===== src/hw/rtl/ebes_pkg.sv =====
`default_nettype none
// ----------------------------------------------------------------------------
// ebes_pkg
// Shared types and constants of the equirectangular elevation sampler.
// ----------------------------------------------------------------------------
package ebes_pkg;

  localparam int GRID_AW    = 21;
  localparam int GRID_WORDS = 1 << GRID_AW;
  localparam int ROWBASE_W  = 23;
  localparam int OUT_DEPTH  = 8;
  localparam int OUT_PW     = 3;

  localparam logic CMD_LOAD   = 1'b0;
  localparam logic CMD_SAMPLE = 1'b1;

  localparam logic REG_GRID_COLS = 1'b0;
  localparam logic REG_GRID_ROWS = 1'b1;

  localparam logic [11:0] GRID_COLS_RST = 12'd2048;
  localparam logic [10:0] GRID_ROWS_RST = 11'd1024;

  localparam logic [1:0] PH_TL = 2'd0;
  localparam logic [1:0] PH_TR = 2'd1;
  localparam logic [1:0] PH_BL = 2'd2;
  localparam logic [1:0] PH_BR = 2'd3;

  localparam logic signed [51:0] INV_PI_Q32    = 52'sd1367130551;
  localparam logic signed [51:0] INV_TWOPI_Q32 = 52'sd683565276;
  localparam logic signed [51:0] HALF_Q48      = 52'sd140737488355328;
  localparam logic [67:0]        M_PER_KM      = 68'd1000;

  typedef struct packed {
    logic               cmd;
    logic [20:0]        idx;
    logic signed [21:0] elev;
  } tag_t;

  typedef struct packed {
    logic                 cmd;
    logic [20:0]          idx;
    logic signed [21:0]   elev;
    logic [11:0]          x0;
    logic [11:0]          x1;
    logic [15:0]          fx;
    logic [15:0]          fy;
    logic [GRID_AW-1:0]   rb0;
    logic [GRID_AW-1:0]   rb1;
  } coord_t;

  typedef struct packed {
    logic signed [21:0] v00;
    logic signed [21:0] v10;
    logic signed [21:0] v01;
    logic signed [21:0] v11;
    logic [15:0]        fx;
    logic [15:0]        fy;
    logic               zero;
  } interp_t;

  function automatic logic load_in_range(input logic [20:0] idx);
    logic [31:0] wide;
    wide = 32'(idx);
    return (wide >> GRID_AW) == 32'd0;
  endfunction

endpackage
`default_nettype wire


===== src/hw/rtl/ebes_interp.sv =====
`default_nettype none
// ----------------------------------------------------------------------------
// ebes_interp
// Eight-stage bilinear blend of four neighbours and scaling to Q.8 metres.
// ----------------------------------------------------------------------------
module ebes_interp (
  input  wire logic               clk,
  input  wire logic               rst,
  input  wire logic               req_valid,
  input  wire ebes_pkg::interp_t  req,
  output logic                    res_valid,
  output logic signed [23:0]      res
);

  logic [7:0]          vld;
  logic [6:0]          zero;

  logic signed [39:0]  pt1, pb1;
  logic signed [21:0]  v00_1, v01_1;
  logic [15:0]         fy1, fy2, fy3;
  logic signed [39:0]  top2, bot2;
  logic signed [40:0]  dv3;
  logic signed [39:0]  top3, top4;
  logic signed [57:0]  pv4;
  logic signed [57:0]  val5;
  logic [57:0]         mag6;
  logic                neg6, neg7;
  logic [23:0]         q7;

  logic signed [22:0]  d_top, d_bot;
  logic [67:0]         scaled;

  assign d_top  = 23'(req.v10) - 23'(req.v00);
  assign d_bot  = 23'(req.v11) - 23'(req.v01);
  assign scaled = 68'(mag6) * ebes_pkg::M_PER_KM;

  always_ff @(posedge clk) begin
    if (rst) begin
      vld <= '0;
    end else begin
      vld <= {vld[6:0], req_valid};
    end
  end

  always_ff @(posedge clk) begin
    zero  <= {zero[5:0], req.zero};
    pt1   <= 40'(d_top) * 40'($signed({1'b0, req.fx}));
    pb1   <= 40'(d_bot) * 40'($signed({1'b0, req.fx}));
    v00_1 <= req.v00;
    v01_1 <= req.v01;
    fy1   <= req.fy;
    top2  <= (40'(v00_1) <<< 16) + pt1;
    bot2  <= (40'(v01_1) <<< 16) + pb1;
    fy2   <= fy1;
    dv3   <= 41'(bot2) - 41'(top2);
    top3  <= top2;
    fy3   <= fy2;
    pv4   <= 58'(dv3) * 58'($signed({1'b0, fy3}));
    top4  <= top3;
    val5  <= (58'(top4) <<< 16) + pv4;
    neg6  <= val5 < 0;
    mag6  <= (val5 < 0) ? 58'(-val5) : 58'(val5);
    neg7  <= neg6;
    q7    <= scaled[63:40];
    if (zero[6]) begin
      res <= '0;
    end else if (neg7) begin
      res <= -$signed(q7);
    end else begin
      res <= $signed(q7);
    end
  end

  assign res_valid = vld[7];

endmodule
`default_nettype wire


===== config.mk =====
export PLATFORM = sky130hd
export DESIGN_NAME = ebes_interp
export DESIGN_NICKNAME = d
export VERILOG_FILES = /design/src/hw/rtl/ebes_pkg.sv /design/src/hw/rtl/ebes_interp.sv
export SDC_FILE = /design/constraint.sdc
export NUM_CORES = 2
export LEC_CHECK = 0
export ABC_AREA = 1
export ABC_CLOCK_PERIOD_IN_PS = 7700
export BUFFER_PORTS_ARGS = -buffer_cell sky130_fd_sc_hd__buf_4
export CAP_MARGIN = 20
export CORE_ASPECT_RATIO = 0.5
export CORE_UTILIZATION = 52
export CTS_CLUSTER_SIZE = 10
export DETAILED_ROUTE_END_ITERATION = 10
export PLACE_DENSITY = 0.66
export SLEW_MARGIN = 20
export SYNTH_ARGS = -nofsm -noshare
export SYNTH_HDL_FRONTEND = slang
export SYNTH_SLANG_ARGS = --single-unit

===== constraint.sdc =====
create_clock -name clk -period 7.7 [get_ports clk]
set_input_delay 0.385 -clock clk [delete_from_list [all_inputs] [get_ports clk]]
set_output_delay 0.385 -clock clk [all_outputs]
set_load 0.02 [all_outputs]

==> results.sh <==
export IMPL_finClkSkew_ns=0.0525
export IMPL_synthTopCellsByArea="fa_1, dfxtp_1, inv_1, nand2_1, ha_1"
export IMPL_grt_pass1_vias=75200
export IMPL_antenna_found_initial=8
export IMPL_synth_edf_count=0
export IMPL_worstSetupPathType="input pin to register"
export IMPL_cp_end_kind="register"
export IMPL_yosys_warnings=0
export IMPL_die_area_mm2=0.174
export IMPL_ys_async_sr_fraction=0
export IMPL_first_pass_iters=6
export IMPL_ioPinCount=149
export IMPL_clock_fmax_mhz=136
export IMPL_grt_use_total=0.312
export IMPL_critPathLaunchType="input pin"
export IMPL_synth_common_cells="inv_1, nand2_1, fa_1"
export IMPL_cts_setup_buffers=0
export IMPL_crit_path_max_fanout=13
export IMPL_die_w_um=589
export IMPL_relSlewSlack=0.235
export IMPL_maxCapViolations=0
export IMPL_die_height_um=295
export IMPL_setup_viol=0
export IMPL_synth_top_area_share=0.347
export IMPL_clock_latency_ns=0.70
export IMPL_drive_gt1_frac=0.0447
export IMPL_fillers=16400
export IMPL_syn_num_nets=14100
export IMPL_worst_pin_slew_ns=1.15
export IMPL_outcome="finished clean"
export IMPL_drv_slew=0
export IMPL_synth_top_flop_cell="dfxtp_1"
export IMPL_drt_vias_per_instance=5.19
export IMPL_drt_iter0_markers=5486
export IMPL_synth_most_common_cell="inv_1"
export IMPL_synth_distinct_cells=57
export IMPL_rsz0062_at_grt="false"
export IMPL_ys_seq_elements=612
export IMPL_synth_area_mm2=0.0895
export IMPL_grt_pass1_wl_um=419000
export IMPL_antenna_left=0
export IMPL_clk_pin_slew_ns=0.08
export IMPL_wirelength_um=267000
export IMPL_hold_viol=0
export IMPL_crit_arrival_ns=7.95
export IMPL_via_count=74100
export IMPL_dp_hpwl_um=228000
export IMPL_hp_class="register to register"
export IMPL_fin_crit_ns=7.37
export IMPL_wl_per_cell_um=18.7
export IMPL_initial_utilization=0.525
export IMPL_grt_start_max_net_pins=61
export IMPL_layout_nets=14300
export IMPL_cts_buffers=75
export IMPL_crit_slowest_cell="fa_1"
export IMPL_fin_crit_sh=0.957
export IMPL_syn_to_final_growth_pct=7.60
export IMPL_core_mm2=0.171
export IMPL_htree_levels=3
export IMPL_synth_top_area_cell="fa_1"
export IMPL_cp_data_required_time_ns=8.28
export IMPL_rows=107
export IMPL_ys_seq_area_frac=0.137
export IMPL_cpPeakStageDelay_ns=0.57
export IMPL_clock_sinks=612
export IMPL_grt_overflow=0
export IMPL_cts_buffer_depth=3
export IMPL_cts_tree="yes"
export IMPL_port_buffers=148
export IMPL_drc=0
export IMPL_clockRootBuffer="clkbuf_16"
export IMPL_avgSynthCellArea_um2=7.58
export IMPL_synthCells=11800
export IMPL_finalSetupTns_ns=0
export IMPL_gp_congestion=1.03
state kept, by name, indices dropped and copies added, names as in the netlist, 7 cells and up:
| name | flops |
|---|---|
| mag6 | 58 |
| pv4 | 58 |
| val5 | 58 |
| dv3 | 41 |
| bot2 | 40 |
| pb1 | 40 |
| pt1 | 40 |
| top2 | 40 |
| top3 | 40 |
| top4 | 40 |
| q7 | 24 |
| res | 24 |
| v00_1 | 22 |
| v01_1 | 22 |
| fy1 | 16 |
| fy2 | 16 |
| fy3 | 16 |
| vld | 8 |
| zero | 7 |
final timing paths:
path | startpoint | end | slack, ns | cells after the start
worst max register to register | fy3[8] | pv4[53] | 0.98 | 20
worst min-delay path | fy2[3] | fy3[3] | 0.27 | 0
worst max-delay path | req[116] | pt1[39] | 0.33 | 32
worst min register to register | fy2[3] | fy3[3] | 0.27 | 0
cell families after synthesis:
group | count (synthesis) | share of synthesized area
buf+inv | 3251 | 0.137
compound gates | 829 | 0.0495
xor+xnor | 267 | 0.0266
simple gates | 4679 | 0.216
fa+ha+maj | 2178 | 0.434
flops | 612 | 0.137
stage by stage:
| step | std cells | setup slack [ns] | hold slack [ns] | area (µm²) | utilization |
|---|---|---|---|---|---|
| floorplan | 11800 | 0.842 | 0.310 | 89500 | - |
| global placement | 14100 | 0.0975 | 0.310 | 93500 | 0.548 |
| detailed placement | 14100 | 0.164 | 0.312 | 93500 | 0.548 |
| CTS | 14300 | 0.322 | 0.265 | 96300 | 0.565 |
| global route | 14300 | 0.0125 | 0.291 | 96400 | 0.565 |
| finish | 14300 | 0.330 | 0.266 | 96400 | 0.565 |
cells in the final DEF, fill, tap and decap left out, types with 82 or more instances in the layout:
cell type  Yosys  final
nand4_1      113    113
ha_1         627    625
inv_1       2946   2946
o21ai_0      255    254
nand3_1      548    546
a21oi_1      453    451
fa_1        1551   1551
dfxtp_1      612    610
buf_4          4    287
nand2_1     2773   2771
xor2_1       200    200
nor3_1        83     82
nor2_1       984    984
repair_timing:
action                                 CTS  global route
setup endpoints to repair                0            14
hold buffers                            63             0
endpoints found under the hold margin   69             0
resized for setup                        0            14
worst max-delay path: cells and delay by family:
family | cells | cell delay [ns]
fa+ha+maj | 8 | 3.76
simple gates | 10 | 1.24
buf+inv | 9 | 1.42
compound gates | 5 | 1.12
metal layers:
layer / track usage / vias to the layer above / wire length, µm
met1: 0.410 / 35900 / 114000
met3: 0.0494 / 462 / 19100
met2: 0.524 / 2588 / 124000
li1: - / 35100 / -
met4: 0.110 / 2 / 10100
met5: 0 / - / 19
final cells by class:
type | instances | area (µm²) | area share
diodes | 1 | 2.50 | 0.0000260
clock buffers | 92 | 2030 | 0.0211
clock inverters | 12 | 148 | 0.00153
inverters | 2970 | 11100 | 0.116
multi-input cells | 7953 | 65100 | 0.675
flip-flops and latches | 612 | 12300 | 0.127
well taps | 2289 | 2860 | 0.0297
repair buffers | 352 | 2830 | 0.0293
Power is not shown: default switching activity piles up to over one toggle a cycle in this logic, so the estimate is an artifact.
